[config.mk]
export PLATFORM = sky130hd
export DESIGN_NAME = searchable_deque
export DESIGN_NICKNAME = d
export VERILOG_FILES = /design/src/design/sdq_pkg.sv /design/src/design/searchable_deque.sv /design/src/design/sdq_ctrl.sv /design/src/design/sdq_dpath.sv
export SDC_FILE = /design/constraint.sdc
export NUM_CORES = 1
export LEC_CHECK = 0
export ABC_AREA = 1
export BUFFER_PORTS_ARGS = -buffer_cell sky130_fd_sc_hd__buf_2
export CORE_MARGIN = 2
export CORE_UTILIZATION = 56
export CTS_CLUSTER_DIAMETER = 40
export DETAILED_ROUTE_END_ITERATION = 8
export PLACE_DENSITY_LB_ADDON = 0.08
export SLEW_MARGIN = 15
export SYNTH_ARGS = -nofsm -noshare
export SYNTH_HDL_FRONTEND = slang
export SYNTH_SLANG_ARGS = --single-unit
[constraint.sdc]
create_clock -name clk -period 3.5 [get_ports clk]
set_input_delay 0.35 -clock clk [delete_from_list [all_inputs] [get_ports clk]]
set_output_delay 0.35 -clock clk [all_outputs]
set_load 0.1 [all_outputs]
[src/design/sdq_pkg.sv]
// Shared types, constants and helpers for the searchable deque.
// Used by sdq_ctrl, sdq_dpath and searchable_deque; depends on nothing.
`timescale 1ns / 1ps
`default_nettype none

package sdq_pkg;

	localparam int DEPTH      = 16;
	localparam int ITEM_WIDTH = 32;
	localparam int WORD_WIDTH = 32;
	localparam int PTR_W      = (DEPTH > 1) ? $clog2(DEPTH) : 1;
	localparam int CNT_W      = $clog2(DEPTH + 1);
	localparam int SUM_W      = PTR_W + 1;

	typedef logic [ITEM_WIDTH-1:0] item_t;
	typedef logic [WORD_WIDTH-1:0] word_t;
	typedef logic [PTR_W-1:0]      ptr_t;
	typedef logic [CNT_W-1:0]      cnt_t;
	typedef logic [2:0]            req_t;

	localparam req_t REQ_PUSH_FRONT = 3'd0;
	localparam req_t REQ_POP_FRONT  = 3'd1;
	localparam req_t REQ_PUSH_BACK  = 3'd2;
	localparam req_t REQ_POP_BACK   = 3'd3;
	localparam req_t REQ_CONTAINS   = 3'd4;
	localparam req_t REQ_REMOVE     = 3'd5;

	// Commands from the controller, one cycle each.
	typedef struct packed {
		logic load;
		logic push_front;
		logic push_back;
		logic pop_front;
		logic pop_back;
		logic cap_pop;
		logic set_err;
		logic set_found;
		logic idx_clr;
		logic idx_inc;
		logic scan_rd;
		logic shift_rd;
		logic shift_wr;
		logic count_dec;
		logic out_load;
	} dp_cmd_t;

	// Status back to the controller.
	typedef struct packed {
		req_t req;
		logic full;
		logic empty;
		logic list_valid;
		logic idx_at_end;
		logic idx_last;
		logic match;
		logic out_free;
	} dp_status_t;

	// Ring-buffer address add, both operands below DEPTH.
	function automatic ptr_t wrap_add(input ptr_t a, input ptr_t b);
		logic [SUM_W-1:0] sum;
		sum = {1'b0, a} + {1'b0, b};
		if (sum >= SUM_W'(DEPTH))
			sum = sum - SUM_W'(DEPTH);
		return sum[PTR_W-1:0];
	endfunction

	function automatic ptr_t ptr_dec(input ptr_t a);
		ptr_t r;
		if (a == '0)
			r = PTR_W'(DEPTH - 1);
		else
			r = a - PTR_W'(1);
		return r;
	endfunction

	function automatic item_t to_item(input word_t w);
		logic [63:0] ext;
		ext = 64'(w);
		return ext[ITEM_WIDTH-1:0];
	endfunction

	function automatic word_t to_word(input item_t v);
		logic [63:0] ext;
		ext = 64'(v);
		return ext[WORD_WIDTH-1:0];
	endfunction

endpackage

`default_nettype wire

[src/design/searchable_deque.sv]
// Top level of the searchable deque: controller plus datapath.
// Depends on sdq_pkg, sdq_ctrl and sdq_dpath.
`timescale 1ns / 1ps
`default_nettype none

//  channel  | signals                                   | handshake
//  ---------+-------------------------------------------+------------------------
//  in       | req_type, item_value                      | in_valid / in_stall
//  out      | popped_value, found, error                | out_valid / out_stall
//  cfg      | cfg_data (list_valid)                     | cfg_valid / cfg_ready
//
// One request in flight at a time. Push: decode, then the result word is loaded.
// Pop: decode with the read, capture, then the result. Contains: a read state and a
// compare state per entry compared (up to DEPTH), then the result.
// Remove: the same search, then a read and a write state per entry behind the match
// to move it down; the entry memory has one read port and one write port.
// Reset clears count, head and output valid, and sets list_valid; the entry
// memory is not cleared. A stalled result holds in the output register while
// the next word is taken in and worked on.

module searchable_deque (
	input  wire logic        clk,
	input  wire logic        arst_n,
	input  wire logic        in_valid,
	output logic             in_stall,
	input  wire logic [2:0]  req_type,
	input  wire logic [31:0] item_value,
	output logic             out_valid,
	input  wire logic        out_stall,
	output logic [31:0]      popped_value,
	output logic             found,
	output logic             error,
	input  wire logic        cfg_valid,
	output logic             cfg_ready,
	input  wire logic        cfg_data
);
	import sdq_pkg::*;

	dp_cmd_t    cmd;
	dp_status_t status;

	// The user must make config writes land only while idle; the block does not enforce this and always takes them.
	assign cfg_ready = 1'b1;

	// Sequencer: decode, pop, scan, shift, hand off the result.
	sdq_ctrl u_ctrl (
		.clk      (clk),
		.arst_n   (arst_n),
		.in_valid (in_valid),
		.in_stall (in_stall),
		.status   (status),
		.cmd      (cmd)
	);

	// Entries, pointers, compare and output register.
	sdq_dpath u_dpath (
		.clk          (clk),
		.arst_n       (arst_n),
		.req_type     (req_type),
		.item_value   (item_value),
		.cfg_valid    (cfg_valid),
		.cfg_ready    (cfg_ready),
		.cfg_data     (cfg_data),
		.out_stall    (out_stall),
		.out_valid    (out_valid),
		.popped_value (popped_value),
		.found        (found),
		.error        (error),
		.cmd          (cmd),
		.status       (status)
	);

endmodule

`default_nettype wire

[src/design/sdq_ctrl.sv]
// Sequencer for the searchable deque: decodes a request and steps the datapath.
// Depends on sdq_pkg.
`timescale 1ns / 1ps
`default_nettype none

module sdq_ctrl (
	input  wire logic                clk,
	input  wire logic                arst_n,
	input  wire logic                in_valid,
	output logic                     in_stall,
	input  wire sdq_pkg::dp_status_t status,
	output sdq_pkg::dp_cmd_t         cmd
);
	import sdq_pkg::*;

	localparam logic [2:0] S_IDLE     = 3'd0;
	localparam logic [2:0] S_DECODE   = 3'd1;
	localparam logic [2:0] S_POP      = 3'd2;
	localparam logic [2:0] S_SCAN_RD  = 3'd3;
	localparam logic [2:0] S_SCAN_CMP = 3'd4;
	localparam logic [2:0] S_SHIFT_RD = 3'd5;
	localparam logic [2:0] S_SHIFT_WR = 3'd6;
	localparam logic [2:0] S_DONE     = 3'd7;

	logic [2:0] state_q;
	logic [2:0] state_d;

	assign in_stall = (state_q != S_IDLE);

	always_comb begin
		cmd     = '0;
		state_d = state_q;
		unique case (state_q)
			S_IDLE: begin
				if (in_valid) begin
					cmd.load = 1'b1;
					state_d  = S_DECODE;
				end
			end
			S_DECODE: begin
				state_d = S_DONE;
				unique case (status.req)
					REQ_PUSH_FRONT: begin
						if (status.full) cmd.set_err = 1'b1;
						else cmd.push_front = 1'b1;
					end
					REQ_PUSH_BACK: begin
						if (status.full) cmd.set_err = 1'b1;
						else cmd.push_back = 1'b1;
					end
					REQ_POP_FRONT: begin
						if (status.empty) begin
							cmd.set_err = 1'b1;
						end else begin
							cmd.pop_front = 1'b1;
							state_d       = S_POP;
						end
					end
					REQ_POP_BACK: begin
						if (status.empty) begin
							cmd.set_err = 1'b1;
						end else begin
							cmd.pop_back = 1'b1;
							state_d      = S_POP;
						end
					end
					REQ_CONTAINS: begin
						if (!status.list_valid) begin
							cmd.set_err = 1'b1;
						end else begin
							cmd.idx_clr = 1'b1;
							state_d     = S_SCAN_RD;
						end
					end
					REQ_REMOVE: begin
						if (!status.list_valid || status.empty) begin
							cmd.set_err = 1'b1;
						end else begin
							cmd.idx_clr = 1'b1;
							state_d     = S_SCAN_RD;
						end
					end
					default: begin
						// unused codes: all-zero result
					end
				endcase
			end
			S_POP: begin
				cmd.cap_pop = 1'b1;
				state_d     = S_DONE;
			end
			S_SCAN_RD: begin
				if (status.idx_at_end) begin
					if (status.req == REQ_REMOVE) cmd.set_err = 1'b1;
					state_d = S_DONE;
				end else begin
					cmd.scan_rd = 1'b1;
					state_d     = S_SCAN_CMP;
				end
			end
			S_SCAN_CMP: begin
				if (status.match) begin
					if (status.req == REQ_CONTAINS) begin
						cmd.set_found = 1'b1;
						state_d       = S_DONE;
					end else begin
						state_d = S_SHIFT_RD;
					end
				end else begin
					cmd.idx_inc = 1'b1;
					state_d     = S_SCAN_RD;
				end
			end
			S_SHIFT_RD: begin
				if (status.idx_last) begin
					cmd.count_dec = 1'b1;
					state_d       = S_DONE;
				end else begin
					cmd.shift_rd = 1'b1;
					state_d      = S_SHIFT_WR;
				end
			end
			S_SHIFT_WR: begin
				cmd.shift_wr = 1'b1;
				cmd.idx_inc  = 1'b1;
				state_d      = S_SHIFT_RD;
			end
			S_DONE: begin
				if (status.out_free) begin
					cmd.out_load = 1'b1;
					state_d      = S_IDLE;
				end
			end
		endcase
	end

	always_ff @(posedge clk or negedge arst_n) begin
		if (!arst_n) begin
			state_q <= S_IDLE;
		end else begin
			state_q <= state_d;
		end
	end

endmodule

`default_nettype wire

[src/design/sdq_dpath.sv]
// Datapath of the searchable deque: ring-buffer memory, head and count,
// scan index, result and output registers, config register. Depends on sdq_pkg.
`timescale 1ns / 1ps
`default_nettype none

module sdq_dpath (
	input  wire logic                clk,
	input  wire logic                arst_n,
	input  wire logic [2:0]          req_type,
	input  wire logic [31:0]         item_value,
	input  wire logic                cfg_valid,
	input  wire logic                cfg_ready,
	input  wire logic                cfg_data,
	input  wire logic                out_stall,
	output logic                     out_valid,
	output logic [31:0]              popped_value,
	output logic                     found,
	output logic                     error,
	input  wire sdq_pkg::dp_cmd_t    cmd,
	output sdq_pkg::dp_status_t      status
);
	import sdq_pkg::*;

	item_t mem_q [DEPTH];
	item_t rd_data_q;
	ptr_t  head_q;
	cnt_t  count_q;
	cnt_t  idx_q;
	req_t  req_q;
	item_t item_q;
	logic  list_valid_q;
	item_t res_popped_q;
	logic  res_found_q;
	logic  res_err_q;
	word_t out_popped_q;
	logic  out_found_q;
	logic  out_err_q;
	logic  out_valid_q;

	ptr_t  rd_addr;
	ptr_t  wr_addr;
	item_t wr_data;
	logic  rd_en;
	logic  wr_en;
	ptr_t  cnt_ptr;
	ptr_t  idx_ptr;
	cnt_t  idx_next;

	assign cnt_ptr  = count_q[PTR_W-1:0];
	assign idx_ptr  = idx_q[PTR_W-1:0];
	assign idx_next = idx_q + CNT_W'(1);

	// Address selection for the single read and single write port.
	always_comb begin
		rd_en   = cmd.pop_front | cmd.pop_back | cmd.scan_rd | cmd.shift_rd;
		rd_addr = head_q;
		if (cmd.pop_back)
			rd_addr = wrap_add(head_q, cnt_ptr - PTR_W'(1));
		else if (cmd.scan_rd)
			rd_addr = wrap_add(head_q, idx_ptr);
		else if (cmd.shift_rd)
			rd_addr = wrap_add(head_q, idx_next[PTR_W-1:0]);

		wr_en   = cmd.push_front | cmd.push_back | cmd.shift_wr;
		wr_addr = wrap_add(head_q, idx_ptr);
		wr_data = rd_data_q;
		if (cmd.push_front) begin
			wr_addr = ptr_dec(head_q);
			wr_data = item_q;
		end else if (cmd.push_back) begin
			wr_addr = wrap_add(head_q, cnt_ptr);
			wr_data = item_q;
		end
	end

	always_ff @(posedge clk) begin
		if (wr_en)
			mem_q[wr_addr] <= wr_data;
	end

	always_ff @(posedge clk) begin
		if (rd_en)
			rd_data_q <= mem_q[rd_addr];
	end

	always_ff @(posedge clk or negedge arst_n) begin
		if (!arst_n) begin
			head_q       <= '0;
			count_q      <= '0;
			list_valid_q <= 1'b1;
			out_valid_q  <= 1'b0;
		end else begin
			if (cfg_valid && cfg_ready)
				list_valid_q <= cfg_data;
			if (cmd.push_front)
				head_q <= ptr_dec(head_q);
			else if (cmd.pop_front)
				head_q <= wrap_add(head_q, PTR_W'(1));
			if (cmd.push_front || cmd.push_back)
				count_q <= count_q + CNT_W'(1);
			else if (cmd.pop_front || cmd.pop_back || cmd.count_dec)
				count_q <= count_q - CNT_W'(1);
			if (cmd.out_load)
				out_valid_q <= 1'b1;
			else if (!out_stall)
				out_valid_q <= 1'b0;
		end
	end

	always_ff @(posedge clk) begin
		if (cmd.load) begin
			req_q        <= req_type;
			item_q       <= to_item(item_value);
			res_popped_q <= '0;
			res_found_q  <= 1'b0;
			res_err_q    <= 1'b0;
		end
		if (cmd.cap_pop)   res_popped_q <= rd_data_q;
		if (cmd.set_found) res_found_q  <= 1'b1;
		if (cmd.set_err)   res_err_q    <= 1'b1;
		if (cmd.idx_clr)
			idx_q <= '0;
		else if (cmd.idx_inc)
			idx_q <= idx_next;
		if (cmd.out_load) begin
			out_popped_q <= to_word(res_popped_q);
			out_found_q  <= res_found_q;
			out_err_q    <= res_err_q;
		end
	end

	assign status.req        = req_q;
	assign status.full       = (count_q == CNT_W'(DEPTH));
	assign status.empty      = (count_q == '0);
	assign status.list_valid = list_valid_q;
	assign status.idx_at_end = (idx_q == count_q);
	assign status.idx_last   = (idx_next == count_q);
	assign status.match      = (rd_data_q == item_q);
	assign status.out_free   = !out_valid_q || !out_stall;

	assign out_valid    = out_valid_q;
	assign popped_value = out_popped_q;
	assign found        = out_found_q;
	assign error        = out_err_q;

`ifndef SYNTH
	a_count_bound: assert property (@(posedge clk) disable iff (!arst_n)
		count_q <= CNT_W'(DEPTH))
		else $error("entry count above depth");
	a_push_room: assert property (@(posedge clk) disable iff (!arst_n)
		(cmd.push_front || cmd.push_back) |-> !status.full)
		else $error("push issued on a full list");
	a_pop_nonempty: assert property (@(posedge clk) disable iff (!arst_n)
		(cmd.pop_front || cmd.pop_back || cmd.count_dec) |-> !status.empty)
		else $error("removal issued on an empty list");
	a_no_overwrite: assert property (@(posedge clk) disable iff (!arst_n)
		cmd.out_load |-> (!out_valid_q || !out_stall))
		else $error("result overwrote a stalled word");
`endif

endmodule

`default_nettype wire

Word level (Yosys, flattened, before mapping)
Memories as Yosys holds them, arrays and structs flattened. A register that Yosys moved wholly into a read port is not among the register bits.
Index checks and enable logic that the tools add are counted.
Word-level totals
  output and inout port bits: 37
  register bits after elaboration: 122
  logic and storage cells: 148
  memories: 1
  bits in writable memories: 512
  bits of input ports: 41
Memories
  u_dpath.mem_q: words 16, width 32, read ports 1, clocked after memory_dff 1, wr ports 1, line sdq_dpath.sv:24  | item_t mem_q [DEPTH];
Cells by class
  order comparisons: 5
  bitwise gates (word level): 5
  multiplexer cells: 70
  add/sub/neg operators: 15
  reductions and logical operators: 19
  equality and inequality tests: 19
Operators by type and width (count)
  $mux W32: 4
  $mux W4: 14
  $mux W1: 36
  $eq A32 B32 Y1: 1
  $sub A4 B1 Y4 const B: 7
  $ge A5 B5 Y1 const B: 5
  $pmux W3 S8: 1
  $add A4 B4 Y5: 4
  $eq A3 B3 Y1 const B: 6
  $mux W3: 6
  $eq A3 B2 Y1 const B: 4
  $add A5 B1 Y5 const B: 2
  $eq A5 B5 Y1: 2
  $mux W5: 2
  $pmux W3 S3: 1
  $eq A3 B1 Y1 const B: 2
  $logic_not A3 Y1: 2
  $pmux W1 S2: 3
  $reduce_bool A2 Y1: 3
  $add A4 B1 Y5 const B: 1
  $eq A5 B5 Y1 const B: 1
  $logic_not A5 Y1: 1
  $logic_or A1 B1 Y1: 5
  $or A1 B1 Y1: 5
  other kinds (10): 15

Longest topological paths before layout
Gate-level depths: netlist of the first run.
  word-level depth: 8
  depth in mapped cells: 20
  depth with buffers taken out: 18

Cells and area by module
Synthesis of the first run repeated with hierarchy kept, for this count alone.
Second synthesis, totals
  cell total of the unflattened synthesis: 3046
  area total of the unflattened synthesis: 30454.2 um^2
By module, submodules not included
  sdq_dpath: cells an instance 2968, instances 1, area each 30027.5 um^2
  sdq_ctrl: cells an instance 76, instances 1, area each 415.4 um^2
  searchable_deque: cells an instance 2, instances 1, area each 11.3 um^2

Worst setup path before layout of the first run
No wires, ideal clock.
  path kind: flip-flop to flip-flop
  start: reg u_dpath.count_q[1]
  end: mem u_dpath.mem_q[11][0] in the netlist's numbering, enable pin
  buffers on the path: 1
  library setup time: 0.421 ns
  arrival: 3.190 ns
  slack: -0.111 ns
  stages on the path, launching flop included: 11
  required time: 3.079 ns
  clock period less this slack: 3.611 ns
  cells stage by stage: dfrtp_1 -> inv_1 -> ha_1 -> nand4_1 -> nand2_1 -> nor3_4 -> nor2_1 -> clkbuf_1 -> nand2_1 -> nand3_1 -> nor2_1
On the way
  cells in the longest elaborated chain, start to end: 8
  elaborated cells between the ends (all ways): 15
  those cells by class: 2 x add/sub; 1 x order compare; 1 x eq/ne; 9 x mux; 2 x bitwise
RTL lines
  from (decl): line sdq_dpath.sv:27  | cnt_t count_q;
  from (signal assigned): line sdq_dpath.sv:100  | count_q <= count_q + CNT_W'(1);
  from (signal assigned): line sdq_dpath.sv:102  | count_q <= count_q - CNT_W'(1);
  branches (longest 8 deep; another with $add A4 B4 Y5)
  to (decl): line sdq_dpath.sv:24
Parallel ways; which one is timed is not known.

Worst setup path after layout of the first run
  start: reg u_dpath.count_q[1]
  end: reg u_dpath.rd_data_q[20], read port of u_dpath.mem_q (data pin)
On the way
  cells in the longest elaborated chain, start to end: 7
  elaborated cells between the ends (all ways): 22
  those cells by class: 3 x add/sub; 1 x order compare; 2 x eq/ne; 12 x mux; 3 x bitwise; 1 x reduce/logical
RTL lines
  branches (longest 7 deep; another with $add A4 B4 Y5)
  to (decl): line sdq_dpath.sv:25  | item_t rd_data_q;
Parallel ways; which one is timed is not known.
A chain may end at the register's enable or synchronous reset.

==> run metrics, run 1 <==
number of nets with antenna violations after detailed routing 0; status finished, final reports clean; Critical Path Start Type register; Syn. warnings 0; total gr overflow 0; core area between 0.05 and 0.06 mm2; setup skew after layout 24.67 ps; worst setup path end u_dpath.rd_data_q[20]$_DFFE_PP_; kind of critical path reg -> reg; detailed-route DRC error count 0; global-route usage over all layers 30.16%; CTS tree yes; cells on worst reg2reg path 16; H-Tree Depth 3; required time at the worst-slack endpoint 3880 ps; number of distinct standard cells referenced by the synthesized netlist 43; via count 20,900; number of optimization iterations in the first detailed-route pass 5; Die Area 0.05431 mm2; Critical Path Source u_dpath.count_q[1]$_DFFE_PN0P_; layout cell share with drive strength beyond 1 between 10 and 15%; Worst-Margin Slew 935.6 ps; Tcrit/Tclk final roughly 95%; critical path endpoint category register; critical-path maximum fanout 33; clk_lat worst skew 650 ps; final WL 80,310 um; total count of max-transition violations in the final report 0; die height 233.1 um; count of placed standard cells in the final layout, fillers left out about 3,700; launch point of the worst reg-to-reg path u_dpath.count_q[1]$_DFFE_PN0P_; RD Place Congestion between 0.8 and 0.9; cell count after synthesis ~2,700; Setup Buffers After CTS 0; clock sinks approximately 670; largest net degree at the start of global routing 83; count of final hold-check violations 0; number of nets in the layout around 3,000; global-route wire length before repair ~120,000 um; clock buffer count from CTS 95; register bit total from synthesis 666; reg-to-reg critical path endpoint u_dpath.rd_data_q[20]$_DFFE_PP_; placed insts approximately 3,500; number of max-cap violations 0; RSZ-0062 raised after global routing no; cell area after synthesis 0.02938 mm2; Initial DRC Count between 2,000 and 3,000; worst min-delay path class in -> reg; number of buffers between clock root and the deepest sink 3; Root Buffer clkbuf_16; Die W 233.1 um; data arrival time of the worst path 3700 ps; normalized max-slew margin 37.48%; starting density of the core 56.92%; post-synthesis async set-or-reset flop share between 2 and 2.5%; sequential element share of the synthesized area roughly 68%; register clock-pin slew on the reported worst setup and hold paths 50 ps; half-perimeter wire length after placement around 50,000 um; I/O pin count a little under 80; row count 83; number of flops mapped to enable cells by yosys 645; number of port buffers 76; wire per inst 21.75 um; Register-to-Register Setup Slack 170 ps; final setup fails 0; Tmin final between 3000 and 4000 ps; highest achievable clock rate between 300 and 400 MHz; area added between synthesis and finish 20.44%; top_reg_cell synth edfxtp_1; Avg Synthesized Cell Area 10.80 um2; Mapped Nets 2,787; routed vias/inst 5.660; number of global-route vias before repair 20,240; antenna violations before repair 2
-- layout by cell type (no fill, tap or decap), drive strengths merged, types with 13 or more instances in the layout --
master and instances:
nor2 100, a21oi 35, o21ai 42, dlygate4sd3 39
inv 406, xor2 28, edfxtp 645, xnor2 15
nand2 594, clkinv 45, buf 214, ha 20
dfrtp 13, nand3 611, nand3b 32, nor3 16
clkbuf 100
-- how the worst min path moves through the flow --
stage / startpoint / cells past startpoint / slack (ps) / to
floorplan: arst_n / 0 / 50 / u_ctrl.state_q[0]$_DFFE_PN0P_
global placement: arst_n / 1 / 290 / u_dpath.count_q[2]$_DFFE_PN0P_
detailed placement: arst_n / 1 / 290 / u_dpath.count_q[2]$_DFFE_PN0P_
CTS: in_valid / 3 / 3 / u_ctrl.state_q[0]$_DFFE_PN0P_
global route: in_valid / 3 / 50 / u_ctrl.state_q[0]$_DFFE_PN0P_
finish: in_valid / 3 / 20 / u_ctrl.state_q[0]$_DFFE_PN0P_
-- critical path, stage by stage (launching register included) --
cell and delay (ps):
dfrtp_1 550, inv_1 120, ha_1 240, nand4_1 120, nand2_1 120, nor3_4 230, nand2_2 220, clkinv_1 170
nand2_8 120, nand2_8 190, buf_12 230, buf_4 180, nand2_1 50, nand3_1 60, nand3_1 210, nand3_1 160
nand2_1 60
-- final cells by class --
cell class / count / area (um2)
flip-flops and latches: 666 / 19860
fillers: 3822 / 16230
repair buffers: 253 / 2449
clock buffers: 100 / 2427
well taps: 680 / 850.8
clock inverters: 80 / 797.0
inverters: 391 / 1468
multi-input cells: 1521 / 7532
diodes: 1 / 2.502
-- stage by stage --
| stage | area, um2 | setup WS, ps | setup TNS (ps) | util, % | hold slack, ps |
|---|---|---|---|---|---|
| after floorplan | 29380 | -110.7 | -54940 | - | 54.41 |
| after global placement | 31770 | 261.2 | 0 | 61.55 | 292.0 |
| after detailed placement | 31770 | 238.9 | 0 | 61.55 | 289.7 |
| after CTS | 35380 | 211.0 | 0 | 68.55 | 3.093 |
| after global routing | 35380 | 3.435 | 0 | 68.56 | 48.72 |
| final | 35390 | 172.0 | 0 | 68.56 | 22.58 |
-- layer usage --
layer | vias up | global-route usage, % | part of all wire (%)
li1 | 9638 | - | -
met2 | 1144 | 44.59 | 44
met5 | - | 0 | 0
met1 | 9988 | 44.93 | 42
met4 | 0 | 8.718 | 2.0
met3 | 127 | 6.897 | 12
-- kinds of logic after synthesis --
logic type      count (synthesis)  synth area share (%)
compound gates                 86                 1.597
mux                             1               0.03832
fa+ha+maj                      25                 1.192
simple gates                 1365                 20.83
buf+inv                       534                 7.448
other cells                     1               0.01276
xor+xnor                       43                 1.282
flops                         666                 67.60
-- registers in the layout, indices dropped and copies added (netlist names) --
register,count
u_ctrl.state_q,3
u_dpath.req_q,3
u_dpath.res_popped_q,32
u_dpath.error,1
u_dpath.head_q,4
u_dpath.count_q,5
u_dpath.out_valid,1
u_dpath.mem_q,512
u_dpath.popped_value,32
u_dpath.idx_q,5
u_dpath.res_err_q,1
u_dpath.res_found_q,1
u_dpath.rd_data_q,32
u_dpath.found,1
u_dpath.list_valid_q,1
u_dpath.item_q,32
-- cells in the mapped netlist (3+ instances only) --
library cell	n	area [um2]
edfxtp_1	645	19370
nand3_1	610	3053
nand2_1	589	2211
inv_1	381	1430
nor2_1	97	364.1
buf_2	87	435.4
o21ai_0	36	180.2
a21oi_1	34	170.2
nand3b_1	32	240.2
clkbuf_1	28	105.1
xor2_1	28	245.2
ha_1	20	250.2
buf_4	16	120.1
xnor2_1	15	131.4
dfrtp_1	13	325.3
nor3_1	13	65.06
buf_1	10	37.54
inv_2	8	30.03
dfxtp_1	7	140.1
nand4_1	6	37.54
fa_1	5	100.1
nor4_1	4	25.02
nand2_2	3	18.77
nor2_2	3	18.77
o211ai_1	3	22.52
o21ai_1	3	15.01
o21ai_2	3	26.28
-- what timing repair did --
action	CTS	global route
setup endpoints to repair	0	2
gates resized for setup	0	1
endpoints found under the hold margin	51	0
hold buffers	39	0
Power of run 1 is left out: the tool's default activity adds up to more than one toggle a clock period on the data nets, which glitch-free logic cannot reach.
==> run 2, diff against run 1 <==
Settings changed: CORE_UTILIZATION 56 to 30.
==> run 2 against run 1 <==
Against the previous run: final cell count up 17%; clock-buffer cell count up 33; non-clock buffer count fell by 18; sequential cell count unchanged; utilization decreased by 31 points; highest routed layer unchanged; critical endpoint unchanged.
==> run metrics, run 2 (same netlist as run 1, synthesis figures left out) <==
normalized max-slew margin 38.78%; number of nets with antenna violations after detailed routing 0; critical-path maximum fanout 18; Initial DRC Count 1,503; flip-flop count of the largest register after layout 512; core area 0.09685 mm2; kind of critical path reg -> reg; final setup fails 0; I/O pin count a little under 80; most flop-heavy register u_dpath.mem_q; largest net degree at the start of global routing 92; Tmin final ~3300 ps; required time at the worst-slack endpoint 3890 ps; layout cell share with drive strength beyond 1 between 10 and 15%; detailed-route DRC error count 0; number of buffers between clock root and the deepest sink 3; worst min-delay path class in -> async; starting density of the core 30.34%; highest achievable clock rate around 300 MHz; final WL 87,190 um; Die Area 0.1005 mm2; H-Tree Depth 3; RSZ-0062 raised after global routing no; number of global-route vias before repair 19,730; row count 114; RD Place Congestion 0.8468; total gr overflow 0; global-route wire length before repair roughly 130,000 um; post-route standard cell area excluding fillers 0.03658 mm2; commonest cells after routing, fill and taps aside edfxtp_1, nand3_1, nand2_1, inv_1, clkbuf_16; count of final hold-check violations 0; register clock-pin slew on the reported worst setup and hold paths 50 ps; number of max-cap violations 0; data arrival time of the worst path 3680 ps; Tcrit/Tclk final 93.97%; Critical Path Start Type register; half-perimeter wire length after placement around 52,000 um; global-route usage over all layers approximately 17%; critical-path cell list ha_2 -> xor2_1 -> ha_1 -> a21oi_1 -> o21ai_0 -> xnor2_1 -> nor2_1 -> xor2_1 -> nand2_1 -> nand3_1 -> o21ai_4 -> clkinv_1 -> buf_4 -> nand3_1 -> nand2_1; number of optimization iterations in the first detailed-route pass 5; cell with the biggest individual delay on the critical path dfxtp_2; CTS tree yes; area occupied by multi-input gates roughly 0.0076 mm2; clock buffer count from CTS 117; antenna violations before repair 6; combined buffer and inverter count along the critical path 2; dominant delay contributor by cell family on the critical path XOR/XNOR gates; number of port buffers 76; max incr delay on CP 400 ps; Setup Buffers After CTS 0; layout filler cell count about 9,300; Area after DPL 0.03228 mm2; setup skew after layout 19.24 ps; total count of max-transition violations in the final report 0; setup TNS 0 ps; wire per inst 20.24 um; area added between synthesis and finish 24.52%; Die W 316.9 um; leading cell type in the layout, fill and taps excluded edfxtp_1; critical path endpoint category register; die height between 300 and 400 um; number of nets in the layout ~3,000; routed vias/inst around 4.7; via count 20,030; clock sinks between 600 and 700; Root Buffer clkbuf_16; status finished, final reports clean; flip-flop and latch area 0.01986 mm2; Worst-Margin Slew 916.1 ps; clk_lat worst skew 670 ps
## run 2: changes by cell type in the layout (fill, tap and decap cells not counted), moves of 4 or more
cell | before | now
buf_12 | 51 | 44
buf_4 | 86 | 75
inv_6 | 14 | 10
clkinv_1 | 14 | 23
clkbuf_1 | 3 | 9
clkbuf_16 | 96 | 121
## run 2: layout make-up
type                       count  area share (%)
sequential                   666           54.29
clock buffer                 133           8.482
clock inverter                84           2.120
antenna                        1        0.006840
inverter                     391           4.012
timing repair buffer         235           6.081
tap                         1276           4.364
multi-input combinational   1521           20.64
## run 2: what timing repair did
| item | 4_1_cts | 5_1_grt |
|---|---|---|
| hold endpoints to repair | 52 | 0 |
| hold buffers | 40 | 0 |
| endpoints found under the setup margin | 33 | 38 |
| resized for setup | 1 | 4 |
## run 2: layer usage
| metal | GRT usage, % | part of all wire [%] | wire [um] |
|---|---|---|---|
| met5 | 0 | 0 | 0 |
| met4 | 5.039 | 2.2 | 1882 |
| met3 | 3.196 | 5.6 | 4841 |
| met2 | 27.42 | 45 | 39430 |
| met1 | 24.44 | 47 | 41030 |
## run 2: worst paths after layout
path,slack (ps),cells after the start,start,endpoint
setup / recovery,210,15,u_dpath.idx_q[0]$_SDFFE_PP0P_,u_dpath.rd_data_q[20]$_DFFE_PP_
min in group clk,400,2,item_value[26],u_dpath.item_q[26]$_DFFE_PP_
setup reg to reg,210,15,u_dpath.idx_q[0]$_SDFFE_PP0P_,u_dpath.rd_data_q[20]$_DFFE_PP_
hold / removal,170,2,arst_n,u_dpath.count_q[1]$_DFFE_PN0P_
hold reg to reg,410,0,u_dpath.res_popped_q[3]$_SDFFCE_PN0P_,u_dpath.popped_value[3]$_DFFE_PP_
max in group asynchronous,2980,2,arst_n,u_dpath.list_valid_q$_DFFE_PN1P_
## run 2: worst register-to-register path: stages (launching register included)
cell      delay, ps
dfxtp_2         400
ha_2            270
xor2_1          320
ha_1            340
a21oi_1         140
o21ai_0         110
xnor2_1         200
nor2_1           90
xor2_1          140
nand2_1          70
nand3_1         110
o21ai_4         120
clkinv_1        140
buf_4           280
nand3_1         160
nand2_1         130
## run 2: metrics by stage
step / instances / util [%] / worst slack (ps) / hold WS, ps
floorplan: 2721 / - / -110.7 / 54.41
global placement: 4049 / 33.33 / 35.64 / 326.0
detailed placement: 4049 / 33.33 / 7.732 / 323.2
CTS: 4306 / 37.75 / 104.6 / 142.1
global route: 4306 / 37.77 / 1.284 / 171.1
finish: 4307 / 37.77 / 211.0 / 172.4
Power of run 2 is left out for the same reason.
==> run 3, diff against run 2 <==
==> constraint.sdc (replaced) <==
create_clock -name clk -period 3.5 [get_ports clk]
set_input_delay 0.7 -clock clk [delete_from_list [all_inputs] [get_ports clk]]
set_output_delay 0.7 -clock clk [all_outputs]
set_load 0.1 [all_outputs]
==> run 3 against run 2 <==
Against the previous run: register-to-register slack about the same; routed wire length decreased by 0.32%; final cell count decreased by 0.93%; fmax decreased by 0.38%; die area unchanged; critical path type unchanged.
==> run metrics, run 3 (same netlist as run 1, synthesis figures left out) <==
Root Buffer clkbuf_16; area added between synthesis and finish 23.18%; Tmin final roughly 3300 ps; flip-flop count of the largest register after layout 512; setup TNS 0 ps; Die Area 0.1005 mm2; Worst-Margin Slew 919.2 ps; RSZ-0062 raised after global routing no; Critical Path Start Type register; I/O pin count 78; number of optimization iterations in the first detailed-route pass 5; most flop-heavy register u_dpath.mem_q; core area 0.09685 mm2; number of nets with antenna violations after detailed routing 0; critical path endpoint category register; half-perimeter wire length after placement roughly 52,000 um; global-route wire length before repair 128,300 um; commonest cells after routing, fill and taps aside edfxtp_1, nand3_1, nand2_1, inv_1, clkbuf_16; Die W approximately 320 um; die height 316.9 um; critical-path maximum fanout 18; kind of critical path reg -> reg; clock sinks 666; setup skew after layout 18.92 ps; number of global-route vias before repair roughly 20,000; number of buffers between clock root and the deepest sink 3; layout cell share with drive strength beyond 1 14.71%; clock buffer count from CTS 117; number of port buffers 76; total gr overflow 0; final WL slightly below 90,000 um; layout filler cell count 9,376; final setup fails 0; Register-to-Register Setup Slack 200 ps; row count 114; wire per inst 20.37 um; highest achievable clock rate 302.9 MHz; Initial DRC Count ~1,500; number of max-cap violations 0; Setup Buffers After CTS 0; global-route usage over all layers 17.36%; starting density of the core 30.34%; register clock-pin slew on the reported worst setup and hold paths 50 ps; worst min-delay path class in -> reg; data arrival time of the worst path 3690 ps; largest net degree at the start of global routing 92; normalized max-slew margin 38.57%; antenna violations before repair 6; required time at the worst-slack endpoint 3890 ps; status finished, final reports clean; worst slack on hold paths a little over 200 ps; number of nets in the layout roughly 3,000; H-Tree Depth 3; CTS tree yes; detailed-route DRC error count 0; routed vias/inst 4.649; total count of max-transition violations in the final report 0; RD Place Congestion 0.8468; leading cell type in the layout, fill and taps excluded edfxtp_1; clk_lat worst skew 670 ps; via count 19,840; Tcrit/Tclk final 94.33%; count of final hold-check violations 0; antenna fix cells 0
run 3: area by class of cell:
class	count	area [um2]	area share [%]
Tap cell	1276	1597	4.411
Multi-Input combinational cell	1521	7551	20.86
Clock inverter	84	775.7	2.143
Sequential cell	666	19860	54.88
Clock buffer	133	3103	8.574
Timing Repair Buffer	196	1834	5.068
Inverter	391	1468	4.055
run 3: what timing repair did:
action	4_1_cts	5_1_grt
pin swaps	0	0
hold endpoints to repair	13	0
hold buffers	1	0
endpoints found under the setup margin	33	35
gates resized for setup	1	4
run 3: metrics by stage:
| stage | cell area, um2 | setup slack, ps | utilization [%] | std cells |
|---|---|---|---|---|
| after floorplan | 29380 | -110.7 | - | 2721 |
| after global placement | 32280 | 35.64 | 33.33 | 4049 |
| after detailed placement | 32280 | 7.732 | 33.33 | 4049 |
| after CTS | 36170 | 104.6 | 37.35 | 4267 |
| after global routing | 36190 | 2.866 | 37.37 | 4267 |
| final | 36190 | 198.3 | 37.37 | 4267 |
run 3: path summary, 6_finish.rpt:
kind	from	endpoint	cells after the start
max in group asynchronous	arst_n	u_dpath.list_valid_q$_DFFE_PN1P_	2
setup / recovery	u_dpath.idx_q[0]$_SDFFE_PP0P_	u_dpath.rd_data_q[20]$_DFFE_PP_	15
min in group asynchronous	arst_n	u_dpath.count_q[1]$_DFFE_PN0P_	2
hold / removal	item_value[24]	u_dpath.item_q[24]$_DFFE_PP_	1
setup reg to reg	u_dpath.idx_q[0]$_SDFFE_PP0P_	u_dpath.rd_data_q[20]$_DFFE_PP_	15
hold reg to reg	u_dpath.res_popped_q[3]$_SDFFCE_PN0P_	u_dpath.popped_value[3]$_DFFE_PP_	0
run 3: layer usage:
metal | vias to the layer above | global-route usage [%] | routed length [um]
met2 | 519 | 27.32 | 39230
met5 | - | 0 | 0
met1 | 9611 | 24.42 | 41130
met4 | 0 | 5.039 | 1850
li1 | 9575 | - | -
met3 | 131 | 3.202 | 4702
run 3: worst max-delay path, stage by stage, from the launching register on:
cell      delay [ps]
dfxtp_2          400
ha_2             270
xor2_1           320
ha_1             340
a21oi_1          140
o21ai_0          110
xnor2_1          200
nor2_1            90
xor2_1           140
nand2_1           70
nand3_1          110
o21ai_4          120
clkinv_1         130
buf_4            280
nand3_1          140
nand2_1          130
Power of run 3 is left out for the same reason.
